$ cat src/rtl/lcdw_pkg.sv
// Shared types, codes and constants for the character LCD parallel write controller.
// No dependencies; imported by the config registers, core, top level and testbench.
`default_nettype none

package lcdw_pkg;

  localparam int NUM_ROWS_DEF = 4;

  localparam int WAIT_W = 20;

  typedef enum logic [2:0] {
    OP_TICK   = 3'd0,
    OP_DATA   = 3'd1,
    OP_CMD    = 3'd2,
    OP_CURSOR = 3'd3,
    OP_INIT   = 3'd4
  } op_t;

  typedef enum logic [2:0] {
    CFG_SETUP_WAIT  = 3'd0,
    CFG_ENABLE_PULSE = 3'd1,
    CFG_SLOW_WAIT   = 3'd2,
    CFG_POWER_WAIT  = 3'd3,
    CFG_SECOND_WAIT = 3'd4,
    CFG_THIRD_WAIT  = 3'd5
  } cfg_idx_t;

  typedef enum logic [2:0] {
    PH_IDLE  = 3'd0,
    PH_SETUP = 3'd1,
    PH_PULSE = 3'd2,
    PH_SLOW  = 3'd3,
    PH_POWER = 3'd4,
    PH_GAP   = 3'd5
  } phase_t;

  localparam logic [7:0]  SETUP_WAIT_RST   = 8'd40;
  localparam logic [3:0]  ENABLE_PULSE_RST = 4'd3;
  localparam logic [15:0] SLOW_WAIT_RST    = 16'd2000;
  localparam logic [19:0] POWER_WAIT_RST   = 20'd40000;
  localparam logic [15:0] SECOND_WAIT_RST  = 16'd5000;
  localparam logic [15:0] THIRD_WAIT_RST   = 16'd1000;

  localparam logic [7:0] CURSOR_BASE = 8'h80;
  localparam logic [7:0] SLOW_CMD_LIMIT = 8'd4;
  localparam logic [2:0] INIT_LAST_STEP = 3'd7;

  typedef struct packed {
    logic [7:0]  setup_wait;
    logic [3:0]  enable_pulse;
    logic [15:0] slow_wait;
    logic [19:0] power_wait;
    logic [15:0] second_wait;
    logic [15:0] third_wait;
  } cfg_regs_t;

  typedef struct packed {
    logic [2:0] op;
    logic [7:0] byte_value;
    logic [4:0] column;
    logic [2:0] row;
  } item_t;

  typedef struct packed {
    logic       reg_select;
    logic       read_write;
    logic       enable_pin;
    logic [7:0] data_bus;
    logic       busy_res;
    logic       dropped;
  } result_t;

  // Power-on command sequence, indexed by init step (step 0 unused).
  function automatic logic [7:0] init_cmd(input logic [2:0] step);
    logic [7:0] c;
    case (step)
      3'd1:    c = 8'h38;
      3'd2:    c = 8'h38;
      3'd3:    c = 8'h08;
      3'd4:    c = 8'h01;
      3'd5:    c = 8'h06;
      3'd6:    c = 8'h02;
      3'd7:    c = 8'h0C;
      default: c = 8'h00;
    endcase
    return c;
  endfunction

  // DDRAM start address of each row of a 4-line display.
  function automatic logic [7:0] row_offset(input logic [1:0] r);
    logic [7:0] o;
    case (r)
      2'd0:    o = 8'd0;
      2'd1:    o = 8'd64;
      2'd2:    o = 8'd20;
      default: o = 8'd84;
    endcase
    return o;
  endfunction

endpackage

`default_nettype wire

$ cat src/rtl/lcdw_ifs.sv
// Handshake channels of the LCD write controller: request, result and register write.
// Plain valid/ready interfaces; no package dependency.
`default_nettype none

interface lcdw_req_if;
  logic       valid;
  logic       ready;
  logic [2:0] op;
  logic [7:0] byte_value;
  logic [4:0] column;
  logic [2:0] row;
  modport source (output valid, output op, output byte_value, output column, output row,
                  input ready);
  modport sink (input valid, input op, input byte_value, input column, input row,
                output ready);
endinterface

interface lcdw_res_if;
  logic       valid;
  logic       ready;
  logic       reg_select;
  logic       read_write;
  logic       enable_pin;
  logic [7:0] data_bus;
  logic       busy_res;
  logic       dropped;
  modport source (output valid, output reg_select, output read_write, output enable_pin,
                  output data_bus, output busy_res, output dropped, input ready);
  modport sink (input valid, input reg_select, input read_write, input enable_pin,
                input data_bus, input busy_res, input dropped, output ready);
endinterface

interface lcdw_cfg_if;
  logic        valid;
  logic        ready;
  logic [2:0]  index;
  logic [19:0] data;
  modport source (output valid, output index, output data, input ready);
  modport sink (input valid, input index, input data, output ready);
endinterface

`default_nettype wire

$ cat src/rtl/lcdw_cfg_regs.sv
// Timing register file of the LCD write controller, written over the config channel.
// Depends on lcdw_pkg and lcdw_cfg_if.
`default_nettype none

module lcdw_cfg_regs (
  input  wire logic               clk,
  input  wire logic               rst,
  lcdw_cfg_if.sink                cfg,
  output lcdw_pkg::cfg_regs_t     regs
);
  import lcdw_pkg::*;

  cfg_regs_t regs_q;

  assign cfg.ready = 1'b1;
  assign regs = regs_q;

  always_ff @(posedge clk) begin
    if (rst) begin
      regs_q.setup_wait   <= SETUP_WAIT_RST;
      regs_q.enable_pulse <= ENABLE_PULSE_RST;
      regs_q.slow_wait    <= SLOW_WAIT_RST;
      regs_q.power_wait   <= POWER_WAIT_RST;
      regs_q.second_wait  <= SECOND_WAIT_RST;
      regs_q.third_wait   <= THIRD_WAIT_RST;
    end else if (cfg.valid) begin
      unique case (cfg_idx_t'(cfg.index))
        CFG_SETUP_WAIT:   regs_q.setup_wait   <= cfg.data[7:0];
        CFG_ENABLE_PULSE: regs_q.enable_pulse <= cfg.data[3:0];
        CFG_SLOW_WAIT:    regs_q.slow_wait    <= cfg.data[15:0];
        CFG_POWER_WAIT:   regs_q.power_wait   <= cfg.data;
        CFG_SECOND_WAIT:  regs_q.second_wait  <= cfg.data[15:0];
        CFG_THIRD_WAIT:   regs_q.third_wait   <= cfg.data[15:0];
        default: ;
      endcase
    end
  end

endmodule

`default_nettype wire

$ cat src/rtl/lcdw_core.sv
// Bus timing state machine: phase, wait counter, init sequencer and pin levels.
// Processes one registered item per go cycle; depends on lcdw_pkg.
`default_nettype none

module lcdw_core #(
  parameter int NumRows = lcdw_pkg::NUM_ROWS_DEF
) (
  input  wire logic                clk,
  input  wire logic                rst,
  input  wire logic                go,
  input  wire lcdw_pkg::item_t     item,
  input  wire lcdw_pkg::cfg_regs_t regs,
  output lcdw_pkg::result_t        result
);
  import lcdw_pkg::*;

  typedef struct packed {
    phase_t            phase;
    logic [2:0]        step;
    logic [WAIT_W-1:0] wait_cnt;
    logic              load_byte;
    logic [7:0]        byte_value;
  } finish_t;

  localparam logic [2:0] ROWS_MAX = 3'(NumRows);

  phase_t            phase, phase_next;
  logic [WAIT_W-1:0] wait_cnt, wait_cnt_next;
  logic [2:0]        step, step_next;
  logic [7:0]        pend_byte, pend_byte_next;
  logic              pend_data, pend_data_next;
  logic              pin_rs, pin_rs_next;
  logic              pin_en, pin_en_next;
  logic [7:0]        pin_data, pin_data_next;

  op_t               op;
  logic              busy, is_tick, is_req, expire, slow_cmd;
  logic [WAIT_W-1:0] wait_dec;
  logic [2:0]        row_clamp;
  logic [7:0]        cursor_byte;
  finish_t           fin;

  assign op       = op_t'(item.op);
  assign busy     = (phase != PH_IDLE);
  assign is_tick  = (item.op == OP_TICK);
  assign is_req   = (item.op == OP_DATA) || (item.op == OP_CMD) ||
                    (item.op == OP_CURSOR) || (item.op == OP_INIT);
  assign wait_dec = (wait_cnt != '0) ? wait_cnt - 1'b1 : wait_cnt;
  assign expire   = is_tick && busy && (wait_dec == '0);
  assign slow_cmd = !pend_data && (pend_byte < SLOW_CMD_LIMIT);

  assign row_clamp = (item.row == 3'd0) ? 3'd1 :
                     (item.row > ROWS_MAX) ? ROWS_MAX : item.row;
  assign cursor_byte = CURSOR_BASE + row_offset(2'(row_clamp - 3'd1)) +
                       {3'b000, item.column} - 8'd1;

  // What follows the end of a write, by init step.
  always_comb begin
    fin.phase      = PH_IDLE;
    fin.step       = step;
    fin.wait_cnt   = '0;
    fin.load_byte  = 1'b0;
    fin.byte_value = init_cmd(step + 3'd1);
    case (step)
      3'd0: ;
      3'd1: begin
        fin.phase    = PH_GAP;
        fin.step     = 3'd2;
        fin.wait_cnt = WAIT_W'(regs.second_wait);
      end
      3'd2: begin
        fin.phase    = PH_GAP;
        fin.step     = 3'd3;
        fin.wait_cnt = WAIT_W'(regs.third_wait);
      end
      INIT_LAST_STEP: fin.step = 3'd0;
      default: begin
        fin.phase     = PH_SETUP;
        fin.step      = step + 3'd1;
        fin.wait_cnt  = WAIT_W'(regs.setup_wait);
        fin.load_byte = 1'b1;
      end
    endcase
  end

  // Next phase
  always_comb begin
    phase_next = phase;
    if (expire) begin
      unique case (phase)
        PH_SETUP:         phase_next = PH_PULSE;
        PH_PULSE:         phase_next = slow_cmd ? PH_SLOW : fin.phase;
        PH_SLOW:          phase_next = fin.phase;
        PH_POWER, PH_GAP: phase_next = PH_SETUP;
        default:          phase_next = PH_IDLE;
      endcase
    end else if (is_req && !busy) begin
      phase_next = (op == OP_INIT) ? PH_POWER : PH_SETUP;
    end
  end

  // Counter, sequencer, pending byte and pins
  always_comb begin
    wait_cnt_next  = wait_cnt;
    step_next      = step;
    pend_byte_next = pend_byte;
    pend_data_next = pend_data;
    pin_rs_next    = pin_rs;
    pin_en_next    = pin_en;
    pin_data_next  = pin_data;
    if (is_tick && busy) begin
      wait_cnt_next = wait_dec;
      if (expire) begin
        unique case (phase)
          PH_SETUP: begin
            pin_rs_next   = pend_data;
            pin_en_next   = 1'b1;
            pin_data_next = pend_byte;
            wait_cnt_next = WAIT_W'(regs.enable_pulse);
          end
          PH_PULSE, PH_SLOW: begin
            pin_en_next = (phase == PH_PULSE) ? 1'b0 : pin_en;
            if (phase == PH_PULSE && slow_cmd) begin
              wait_cnt_next = WAIT_W'(regs.slow_wait);
            end else begin
              step_next     = fin.step;
              wait_cnt_next = fin.wait_cnt;
              if (fin.load_byte) begin
                pend_byte_next = fin.byte_value;
                pend_data_next = 1'b0;
              end
            end
          end
          PH_POWER, PH_GAP: begin
            pend_byte_next = init_cmd(step);
            pend_data_next = 1'b0;
            wait_cnt_next  = WAIT_W'(regs.setup_wait);
          end
          default: step_next = 3'd0;
        endcase
      end
    end else if (is_req && !busy) begin
      unique case (op)
        OP_DATA, OP_CMD: begin
          pend_byte_next = item.byte_value;
          pend_data_next = (op == OP_DATA);
          wait_cnt_next  = WAIT_W'(regs.setup_wait);
        end
        OP_CURSOR: begin
          pend_byte_next = cursor_byte;
          pend_data_next = 1'b0;
          wait_cnt_next  = WAIT_W'(regs.setup_wait);
        end
        default: begin
          pin_rs_next   = 1'b0;
          pin_en_next   = 1'b0;
          pin_data_next = '0;
          step_next     = 3'd1;
          wait_cnt_next = regs.power_wait;
        end
      endcase
    end
  end

  always_comb begin
    result.reg_select = pin_rs_next;
    result.read_write = 1'b0;
    result.enable_pin = pin_en_next;
    result.data_bus   = pin_data_next;
    result.busy_res   = (phase_next != PH_IDLE);
    result.dropped    = is_req && busy;
  end

  always_ff @(posedge clk) begin
    if (rst) begin
      phase     <= PH_IDLE;
      wait_cnt  <= '0;
      step      <= 3'd0;
      pend_byte <= '0;
      pend_data <= 1'b0;
      pin_rs    <= 1'b0;
      pin_en    <= 1'b0;
      pin_data  <= '0;
    end else if (go) begin
      phase     <= phase_next;
      wait_cnt  <= wait_cnt_next;
      step      <= step_next;
      pend_byte <= pend_byte_next;
      pend_data <= pend_data_next;
      pin_rs    <= pin_rs_next;
      pin_en    <= pin_en_next;
      pin_data  <= pin_data_next;
    end
  end

endmodule

`default_nettype wire

$ cat src/rtl/char_lcd_parallel_write_controller.sv
// LCD write controller top: input register, timing core, result register.
// An accepted request beat is held in the input register; its result is registered in the result register.
// One item per cycle when not stalled; the core state updates once per item.
// Stalls only when the result register is full and not being taken.
// Synchronous active-high reset: pins low, idle, timing registers at defaults.
// Depends on lcdw_pkg, lcdw_ifs, lcdw_cfg_regs and lcdw_core.
`default_nettype none

module char_lcd_parallel_write_controller #(
  parameter int NUM_ROWS = lcdw_pkg::NUM_ROWS_DEF
) (
  input  wire logic  clk,
  input  wire logic  rst,
  lcdw_req_if.sink   req,
  lcdw_res_if.source res,
  lcdw_cfg_if.sink   cfg
);
  import lcdw_pkg::*;

  cfg_regs_t regs;
  item_t     item;
  result_t   core_res, res_q;
  logic      item_valid, res_valid, go;

  assign go        = item_valid && (!res_valid || res.ready);
  assign req.ready = !item_valid || go;

  lcdw_cfg_regs u_cfg (
    .clk  (clk),
    .rst  (rst),
    .cfg  (cfg),
    .regs (regs)
  );

  lcdw_core #(.NumRows(NUM_ROWS)) u_core (
    .clk    (clk),
    .rst    (rst),
    .go     (go),
    .item   (item),
    .regs   (regs),
    .result (core_res)
  );

  always_ff @(posedge clk) begin
    if (rst) begin
      item_valid <= 1'b0;
    end else if (req.ready) begin
      item_valid <= req.valid;
    end
  end

  always_ff @(posedge clk) begin
    if (req.valid && req.ready) begin
      item.op         <= req.op;
      item.byte_value <= req.byte_value;
      item.column     <= req.column;
      item.row        <= req.row;
    end
  end

  always_ff @(posedge clk) begin
    if (rst) begin
      res_valid <= 1'b0;
    end else if (go) begin
      res_valid <= 1'b1;
    end else if (res.ready) begin
      res_valid <= 1'b0;
    end
  end

  always_ff @(posedge clk) begin
    if (go) begin
      res_q <= core_res;
    end
  end

  assign res.valid      = res_valid;
  assign res.reg_select = res_q.reg_select;
  assign res.read_write = res_q.read_write;
  assign res.enable_pin = res_q.enable_pin;
  assign res.data_bus   = res_q.data_bus;
  assign res.busy_res   = res_q.busy_res;
  assign res.dropped    = res_q.dropped;

endmodule

`default_nettype wire

$ cat src/flat_wrapper.sv
// flat-port wrapper written by rule: the top's interface ports become plain ports
module char_lcd_parallel_write_controller_flat import lcdw_pkg::*;
#(
  parameter int NUM_ROWS = lcdw_pkg::NUM_ROWS_DEF
)
  (clk, rst, req_valid, req_op, req_byte_value, req_column, req_row, req_ready, res_valid, res_reg_select, res_read_write, res_enable_pin, res_data_bus, res_busy_res, res_dropped, res_ready, cfg_valid, cfg_index, cfg_data, cfg_ready);
  lcdw_req_if req_i ();
  lcdw_res_if res_i ();
  lcdw_cfg_if cfg_i ();
  input  wire logic clk;
  input  wire logic rst;
  input wire logic [$bits(req_i.valid)-1:0] req_valid;
  input wire logic [$bits(req_i.op)-1:0] req_op;
  input wire logic [$bits(req_i.byte_value)-1:0] req_byte_value;
  input wire logic [$bits(req_i.column)-1:0] req_column;
  input wire logic [$bits(req_i.row)-1:0] req_row;
  output wire logic [$bits(req_i.ready)-1:0] req_ready;
  output wire logic [$bits(res_i.valid)-1:0] res_valid;
  output wire logic [$bits(res_i.reg_select)-1:0] res_reg_select;
  output wire logic [$bits(res_i.read_write)-1:0] res_read_write;
  output wire logic [$bits(res_i.enable_pin)-1:0] res_enable_pin;
  output wire logic [$bits(res_i.data_bus)-1:0] res_data_bus;
  output wire logic [$bits(res_i.busy_res)-1:0] res_busy_res;
  output wire logic [$bits(res_i.dropped)-1:0] res_dropped;
  input wire logic [$bits(res_i.ready)-1:0] res_ready;
  input wire logic [$bits(cfg_i.valid)-1:0] cfg_valid;
  input wire logic [$bits(cfg_i.index)-1:0] cfg_index;
  input wire logic [$bits(cfg_i.data)-1:0] cfg_data;
  output wire logic [$bits(cfg_i.ready)-1:0] cfg_ready;
  assign req_i.valid = req_valid;
  assign req_i.op = req_op;
  assign req_i.byte_value = req_byte_value;
  assign req_i.column = req_column;
  assign req_i.row = req_row;
  assign req_ready = req_i.ready;
  assign res_valid = res_i.valid;
  assign res_reg_select = res_i.reg_select;
  assign res_read_write = res_i.read_write;
  assign res_enable_pin = res_i.enable_pin;
  assign res_data_bus = res_i.data_bus;
  assign res_busy_res = res_i.busy_res;
  assign res_dropped = res_i.dropped;
  assign res_i.ready = res_ready;
  assign cfg_i.valid = cfg_valid;
  assign cfg_i.index = cfg_index;
  assign cfg_i.data = cfg_data;
  assign cfg_ready = cfg_i.ready;
  char_lcd_parallel_write_controller #(.NUM_ROWS(NUM_ROWS)) u_core (.clk(clk), .rst(rst), .req(req_i), .res(res_i), .cfg(cfg_i));
endmodule
$ cat config.mk
export PLATFORM = sky130hd
export DESIGN_NAME = char_lcd_parallel_write_controller_flat
export DESIGN_NICKNAME = d
export VERILOG_FILES = /design/src/rtl/lcdw_pkg.sv /design/src/rtl/lcdw_ifs.sv /design/src/rtl/lcdw_cfg_regs.sv /design/src/rtl/lcdw_core.sv /design/src/rtl/char_lcd_parallel_write_controller.sv /design/src/flat_wrapper.sv
export SDC_FILE = /design/constraint.sdc
export NUM_CORES = 1
export LEC_CHECK = 0
export BUFFER_PORTS_ARGS = -buffer_cell sky130_fd_sc_hd__buf_2
export CORE_MARGIN = 2
export CORE_UTILIZATION = 48
export DETAILED_ROUTE_END_ITERATION = 12
export PLACE_DENSITY = 0.75
export SLEW_MARGIN = 20
export SYNTH_ARGS = -nofsm -noshare
export SYNTH_HDL_FRONTEND = slang
export SYNTH_SLANG_ARGS = --single-unit
export TNS_END_PERCENT = 5
$ cat constraint.sdc
create_clock -name clk -period 8.8 [get_ports clk]
set_clock_uncertainty 0.05 [all_clocks]
set_input_delay 1.32 -clock clk [delete_from_list [all_inputs] [get_ports clk]]
set_output_delay 1.32 -clock clk [all_outputs]
set_load 0.005 [all_outputs]
### Word level (Yosys, flattened, before mapping)

Index checks and enable logic that the tools add are counted.

* register bits: 158
* latch bits: 0
* bits in writable memories: 0
* bits in read-only memories: 0
* bits of input ports: 47
* output and inout bits: 16
* logic and storage cells: 175
* memories kept: 0

* add/sub/neg operators: 6
* multipliers: 0
* div/mod/pow operators: 0
* magnitude comparators: 2
* equal/unequal tests: 37
* shift-type cells: 0
* mux-type cells: 58
* bitwise gates (word level): 0
* reductions and logical operators: 47

Operators with widths (number)
* $mux W20: 6
* $mux W8: 10
* $pmux W6 S6: 2
* $pmux W20 S3: 1
* $pmux W16 S3: 1
* $eq A3 B3 Y1 const B: 13
* $pmux W8 S2: 2
* $eq A3 B2 Y1 const B: 10
* $mux W3: 9
* $pmux W3 S4: 2
* $pmux W7 S3: 1
* $logic_not A20 Y1: 1
* $reduce_bool A20 Y1: 1
* $sub A20 B1 Y20 const B: 1
* $mux W1: 17
* $eq A3 B1 Y1 const B: 5
* $reduce_and A2 Y1: 7
* $reduce_and A7 Y1: 2
* $logic_not A3 Y1: 4
* $pmux W3 S2: 2
* $reduce_or A2 Y1: 6
* $ne A3 B3 Y1 const B: 3
* $reduce_bool A3 Y1: 3
* $add A8 B5 Y8: 1
* other kinds (20): 40

### Logic depth before layout (Yosys ltp)

Gate-level depths: netlist (run 1).

* depth after elaboration: 12
* mapped depth: 12
* depth with buffers taken out: 11

### By module

A second synthesis (run 1) with hierarchy kept.

* cells, all modules: 927
* area, all modules: 8584.5 um^2

Modules (own cells, without submodules)
* lcdw_core: times used 1, cells each 577, area each 4261.6 um^2, sequential area each 900.9 um^2
* lcdw_cfg_regs: times used 1, cells each 308, area each 3258.1 um^2, sequential area each 1601.5 um^2
* char_lcd_parallel_write_controller: times used 1, cells each 42, area each 1064.8 um^2, sequential area each 1001.0 um^2

### Worst setup path after synthesis (run 1)

No wires, ideal clock.

* path type: reg-to-reg
* from: register u_core.u_core.wait_cnt[1]
* to: register u_core.res_q (netlist bit u_core.res.data_bus[0]), data pin
* setup time: 256 ps
* arrival: 3271 ps
* data required time: 8494 ps
* setup slack: 5222 ps
* cell stages (with the launch flop): 12
* buffers on the path: 0
* clock period less this slack: 3578 ps
* cells stage by stage: dfxtp_1 -> inv_1 -> ha_1 -> or3b_2 -> or3_4 -> o31a_1 -> nor3_2 -> o21ai_1 -> or4_1 -> o21ai_1 -> nand2_1 -> a22o_1

RTL lines
* start: declaration: line lcdw_core.sv:28 `logic [WAIT_W-1:0] wait_cnt, wait_cnt_next;`
* start signal: assignment: line lcdw_core.sv:186 `wait_cnt <= wait_cnt_next;`
* end signal: assignment: line char_lcd_parallel_write_controller.sv:73 `res_q <= core_res;`
* end: declaration: line char_lcd_parallel_write_controller.sv:22 `result_t core_res, res_q;`

==> results of run 1 <==
## flip-flops by register name (all words and copies together) (netlist names), 3 cells and up
signal / flops
u_core.u_core.pin_data: 8
u_core.u_core.step: 3
u_core.u_core.wait_cnt: 20
u_core.u_cfg.regs: 80
u_core.u_core.pend_byte: 8
u_core.res.data_bus: 8
u_core.u_core.phase: 3
u_core.item: 19
## routing by layer
metal | vias to the layer above | global-route usage | wire length (µm)
met5 | - | 0 | 0
met4 | 0 | 0.0717 | 359
met3 | 30 | 0.0460 | 1370
met2 | 247 | 0.365 | 8920
met1 | 3248 | 0.323 | 9230
li1 | 3500 | - | -
## layout by cell type, fill, tap and decap left out, types with 19 or more instances in the layout
cell type  Yosys  final
dfxtp_1      127    127
nand3b_1      25     25
o21ai_0       31     31
a21oi_1       91     91
buf_2          3     59
nor3_1        27     26
edfxtp_1      31     31
a22o_1        22     22
nand3_1       19     19
a211oi_1      23     23
nand2_1      216    216
nor2_1        58     58
## area by class of cell
class,instances,area [µm²]
clock buffer,25,497
clock inverter,7,76.3
fill,1532,7430
inverter,18,67.6
multi-input combinational,722,4160
sequential,158,3470
tap,220,275
timing repair buffer,69,370
## Yosys cell counts, types with 9 or more instances
| cell type | n |
|---|---|
| a211oi_1 | 23 |
| a21oi_1 | 91 |
| a22o_1 | 22 |
| a22oi_1 | 12 |
| a31oi_1 | 12 |
| clkbuf_1 | 57 |
| dfxtp_1 | 127 |
| edfxtp_1 | 31 |
| ha_1 | 15 |
| inv_1 | 17 |
| mux2i_1 | 16 |
| nand2_1 | 216 |
| nand2b_1 | 16 |
| nand3_1 | 19 |
| nand3b_1 | 25 |
| nor2_1 | 58 |
| nor2b_1 | 14 |
| nor3_1 | 27 |
| nor4_1 | 9 |
| o21ai_0 | 31 |
## cells by family (layout without fill, tap and decap cells)
| kind of cell | after synthesis | count (layout) | share of synthesized area |
|---|---|---|---|
| buffers and inverters | 83 | 119 | 0.0416 |
| AOI/OAI and AO/OA | 252 | 252 | 0.206 |
| other | 2 | 2 | 0.000946 |
| xor gates and xnor gates | 9 | 9 | 0.00992 |
| muxes | 17 | 17 | 0.0216 |
| adders and majority gates | 16 | 16 | 0.0262 |
| and+or+nand+nor | 426 | 426 | 0.256 |
| DFF | 158 | 158 | 0.437 |
## how the worst max path moves through the flow
| stage | end | slack, ns | cells after the start |
|---|---|---|---|
| 2_1_floorplan | u_core.res.data_bus[0] | 5.22 | 11 |
| 3_3_place_gp | u_core.u_core.pend_byte[7] | 4.40 | 9 |
| 3_5_place_dp | u_core.u_core.pend_byte[7] | 4.32 | 9 |
| 4_1_cts | u_core.u_core.pend_byte[3] | 4.62 | 10 |
| 5_1_grt | u_core.res.busy_res | 4.31 | 10 |
| 6_report | u_core.res.busy_res | 4.68 | 11 |
## per-stage QoR
step	hold WS (ns)	setup WS [ns]	instance area [µm²]	total power, mW
2_1_floorplan	0.379	5.22	7940	0.974
3_3_place_gp	0.388	4.40	8340	1.04
3_5_place_dp	0.394	4.32	8340	1.04
4_1_cts	0.403	4.62	8910	1.75
5_1_grt	0.419	4.31	8920	1.82
6_report	0.403	4.68	8920	1.75
## worst reg2reg max path, delay by kind of cell (launching register included)
kind	cells	cell delay [ns]
AND/OR/NAND/NOR	6	2.31
AO/OA/AOI/OAI	3	0.71
flip-flops	1	0.33
adder cells (fa/ha/maj)	1	0.31
buffers and inverters	1	0.13
## where the power goes
group          leakage, nW  switching [mW]  total, mW  internal, mW
Clock                0.274           0.291      0.715         0.424
Sequential            1.34          0.0183      0.780         0.762
Combinational         1.76           0.164      0.254        0.0909
Total                 3.37           0.473       1.75          1.28
==> impl_metrics.json, run 1 <==
{
  "dr.pass1.iters": 7,
  "vias": 7025,
  "crit_chain": "inv_1, ha_1, or3b_2, or3_4, nor3_2, o31a_1, o2111ai_1, nor4_2, nor2b_1, a211oi_1, nand3_1",
  "netlist_area_um2": 7940,
  "overflow": 0,
  "min_to": "u_core.u_cfg.regs[53]",
  "clock-sinks": 158,
  "cp_data_required_time_ns": 8.90,
  "finalSetupViolCount": 0,
  "path_buf_inv": 1,
  "grt_pass1_wl_mm": 33.0,
  "cp.arrival_ns": 4.22,
  "min_period_ns": 4.12,
  "dieArea_um2": 17600,
  "power.density_nw_per_um2": 196,
  "path_delay_family": "simple AND/OR/NAND/NOR gates",
  "synth-seq-cells": 158,
  "n_antenna_cell": 0,
  "clockBufferDepth": 2,
  "initial_utilization": 0.486,
  "avgViaCountPerCell": 5.76,
  "grt_max_degree": 94,
  "slew_violations": 0,
  "io_pins": 63,
  "setup_tns_ns": 0,
  "antenna_left": 0,
  "relSlewSlack": 0.335,
  "wire_per_inst_um": 16.3,
  "synth_flop_cell": "dfxtp_1",
  "leakagePower_nw": 3.37,
  "coreArea_um2": 16300,
  "rsz0062_at_grt": "no",
  "cts_setup_buffers": 0,
  "reg2reg_from": "u_core.u_core.wait_cnt[0]",
  "reg2reg_slack_ns": 4.68,
  "yosysUniqueCellTypes": 68,
  "holdBufCountCts": 0,
  "post_cts_resize_count": 0,
  "critPathKind": "flip-flop to flip-flop",
  "dpl.hpwl_mm": 13.6,
  "synth_area_leaders": "dfxtp_1 (32%), edfxtp_1 (12%), nand2_1 (10%)",
  "yosys_warnings": 0,
  "period_share": 0.469,
  "cts-root-buf": "clkbuf_16",
  "row_count": 47,
  "clock.fmax_ghz": 0.243,
  "status": "complete, no violations",
  "synth_fp_nets": 1026,
  "synthCells": 963,
  "seq_area_frac_synth": 0.437,
  "hold_path.class": "flip-flop to flip-flop",
  "dp_cells": 1187,
  "drt-initial-drc-count": 598,
  "clk_latency_ns": 0.43,
  "antenna_found_initial": 0,
  "drc": 0,
  "htree_levels": 4,
  "worst_pin_slew_ns": 0.990,
  "cp-end-kind": "flip-flop",
  "die-width_um": 133,
  "gp_congestion": 0.927,
  "syn_to_final_growth_pct": 12.3,
  "critPathSlowestCell": "nor4_2",
  "syn-mean-instance-area_um2": 8.25,
  "fin_util": 0.546,
  "startpoint": "u_core.u_core.wait_cnt[0]",
  "clk_pin_slew_ns": 0.06,
  "r2r_end": "u_core.res.busy_res",
  "synthArstFlopShare": 0,
  "synth.top_cell.area_share": 0.320,
  "portBuffers": 60,
  "grt_usage": 0.232,
  "ir_worst_vdd_mv": 0.145,
  "nNetsFinal": 1049,
  "hold_viol_final": 0,
  "min_from": "u_core.u_cfg.regs[53]",
  "grt_pass1_vias": 6524,
  "wl_mm": 19.9,
  "drv_cap": 0,
  "synth_edf_count": 31,
  "fin_cells": 1219,
  "cpPeakStageDelay_ns": 0.77,
  "start_kind": "flip-flop",
  "cts_tree": "yes",
  "dieHeight_um": 133,
  "cts_buffers": 17,
  "rr_worst_depth": 11,
  "yosys.area.top_type": "dfxtp_1",
  "drive_gt1_frac": 0.116,
  "worst-path-max-fanout": 8,
  "hold_depth": 2
}
Note: power is estimated with default switching activity, not from simulation.
==> run 2: changes to the inputs <==
- PLACE_DENSITY: 0.75 -> 0.78
- clock period: 8.8 -> 3.5 ns (I/O delays scaled with it)
==> run 2 against run 1 <==
- the flow now finishes with violations (setup timing)
- core utilization is 4.4 points higher
- first-iteration DRC count is 19% higher
- critical path depth stayed put
- final cell count is 5.3% higher
- largest cell class unchanged
==> impl_metrics.json, run 2 (synthesized netlist as in run 1, its figures left out) <==
{
  "critPathSlowestCell": "or4_4",
  "largest_register_ffs": 80,
  "timing.final.ws_setup_ns": -0.0137,
  "io_pins": 63,
  "dr.pass1.iters": 6,
  "cts_tree": "yes",
  "hold_viol_final": 0,
  "grt_max_degree": 83,
  "portBuffers": 60,
  "cp-end-kind": "flip-flop",
  "slew_violations": 0,
  "nNetsFinal": 1113,
  "fin_util": 0.590,
  "final_cell_mix": "nand2_1 (215), dfxtp_1 (125), a21oi_1 (90)",
  "drv_cap": 0,
  "grt_usage": 0.241,
  "grt_pass1_vias": 6813,
  "internal_power_mw": 3.43,
  "cts-root-buf": "clkbuf_16",
  "path_buf_inv": 1,
  "syn_to_final_growth_pct": 21.4,
  "path_delay_family": "simple AND/OR/NAND/NOR gates",
  "dieHeight_um": 133,
  "drc": 0,
  "die-width_um": 133,
  "vias": 7443,
  "worst-path-max-fanout": 4,
  "ir_worst_vdd_mv": 0.390,
  "clock.fmax_ghz": 0.285,
  "overflow": 0,
  "min_from": "req_byte_value[1]",
  "reg2reg_from": "u_core.u_core.wait_cnt[1]",
  "leakagePower_nw": 3.75,
  "holdWs_ns": 0.211,
  "violations": "setup timing",
  "antenna_left": 0,
  "relSlewSlack": 0.326,
  "wire_per_inst_um": 16.8,
  "swShare": 0.274,
  "finalSetupViolCount": 6,
  "htree_levels": 4,
  "clock-sinks": 158,
  "clockBufferDepth": 2,
  "placed_area_um2": 8780,
  "grt_pass1_wl_mm": 34.1,
  "coreArea_um2": 16300,
  "wl_mm": 21.5,
  "rsz0062_at_grt": "yes",
  "row_count": 47,
  "p_switching_mw": 1.30,
  "cpPeakStageDelay_ns": 0.53,
  "start_kind": "flip-flop",
  "p_seq_frac": 0.414,
  "min_period_ns": 3.51,
  "final_common_cell": "nand2_1",
  "setup_tns_ns": -0.0580,
  "drive_gt1_frac": 0.194,
  "period_share": 1.00,
  "finalPower_mw": 4.73,
  "clk_pin_slew_ns": 0.06,
  "fin_area_um2": 9640,
  "crit_chain": "inv_2, ha_4, or3b_4, or3_4, o31a_1, nor3_4, o21ai_2, or4_4, o21ai_4, nand2_2, a22o_1",
  "clk_latency_ns": 0.44,
  "gp_congestion": 0.968,
  "holdBufCountCts": 0,
  "antenna_found_initial": 0,
  "cp.arrival_ns": 3.65,
  "cts_buffers": 17,
  "hold_path.class": "input port to flip-flop",
  "worst_pin_slew_ns": 1.00,
  "dpl.hpwl_mm": 14.6,
  "critPathKind": "flip-flop to flip-flop",
  "status": "finished, violations left",
  "n_antenna_cell": 0,
  "drt-initial-drc-count": 713,
  "startpoint": "u_core.u_core.wait_cnt[1]",
  "cp_data_required_time_ns": 3.64,
  "initial_utilization": 0.486,
  "avgViaCountPerCell": 5.80,
  "power.density_nw_per_um2": 490,
  "dieArea_um2": 17600,
  "combPwrFrac": 0.185,
  "clkPwrFrac": 0.401
}
==> run 2: cell types whose count changed in the layout (fill, tap and decap cells not counted), sizes merged <==
cell / delta
buf: +63
clkbuf: -5
clkinv: +5
bufinv: +2
clkinvlp: -1
inv: -1
nand2: +1
==> run 2: cell type report <==
class	count	area, µm²
Inverter	18	67.6
Tap cell	220	275
Timing Repair Buffer	132	872
Sequential cell	158	3480
Fill cell	1431	6710
Clock buffer	20	447
Multi-Input combinational cell	723	4350
Clock inverter	12	159
==> run 2: path summary, 6_finish.rpt <==
path	to	slack [ns]	depth (start not counted)
max	u_core.res.data_bus[7]	-0.01	11
min	u_core.item[9]	0.21	1
max reg2reg	u_core.res.data_bus[7]	-0.01	11
min reg2reg	u_core.u_cfg.regs[63]	0.40	2
==> run 2: power groups by stage <==
stage                     registers (mW)  logic, mW  clock network, mW
after detailed placement            1.99      0.755                  0
final                               1.96      0.875               1.90
after global placement              1.99      0.745                  0
after global routing                1.96      0.944               1.99
after CTS                           1.95      0.768               1.91
after floorplan                     1.98      0.468                  0
==> run 2: stage by stage <==
stage | setup WS [ns] | cells
after global routing | -0.102 | 1283
after global placement | 0.00413 | 1243
after floorplan | 0.00334 | 963
after detailed placement | -0.100 | 1243
final | -0.0137 | 1283
after CTS | -0.0127 | 1275
==> run 2: metal layers <==
metal  wire, µm  vias to the layer above  GRT usage  part of all wire
met3       1450                       42     0.0498             0.067
met5          0                        -          0                 0
met2      10100                      281      0.384              0.47
li1           -                     3625          -                 -
met1       9510                     3495      0.326              0.44
met4        510                        0     0.0842             0.024
==> run 2: worst register-to-register path, delay by kind of cell, from the launching register on <==
kind,cells,cell delay [ns]
AO/OA/AOI/OAI,4,0.97
adder cells (fa/ha/maj),1,0.13
buffers and inverters,1,0.08
flip-flops,1,0.33
AND/OR/NAND/NOR,5,1.71
==> run 2: what timing repair did <==
item                       in CTS  in global routing
cloned                          0                  1
resized for setup               3                 34
buffers inserted                0                  7
setup endpoints to repair      26                 46
hold endpoints to repair        0                  0
pin swaps                       3                 33
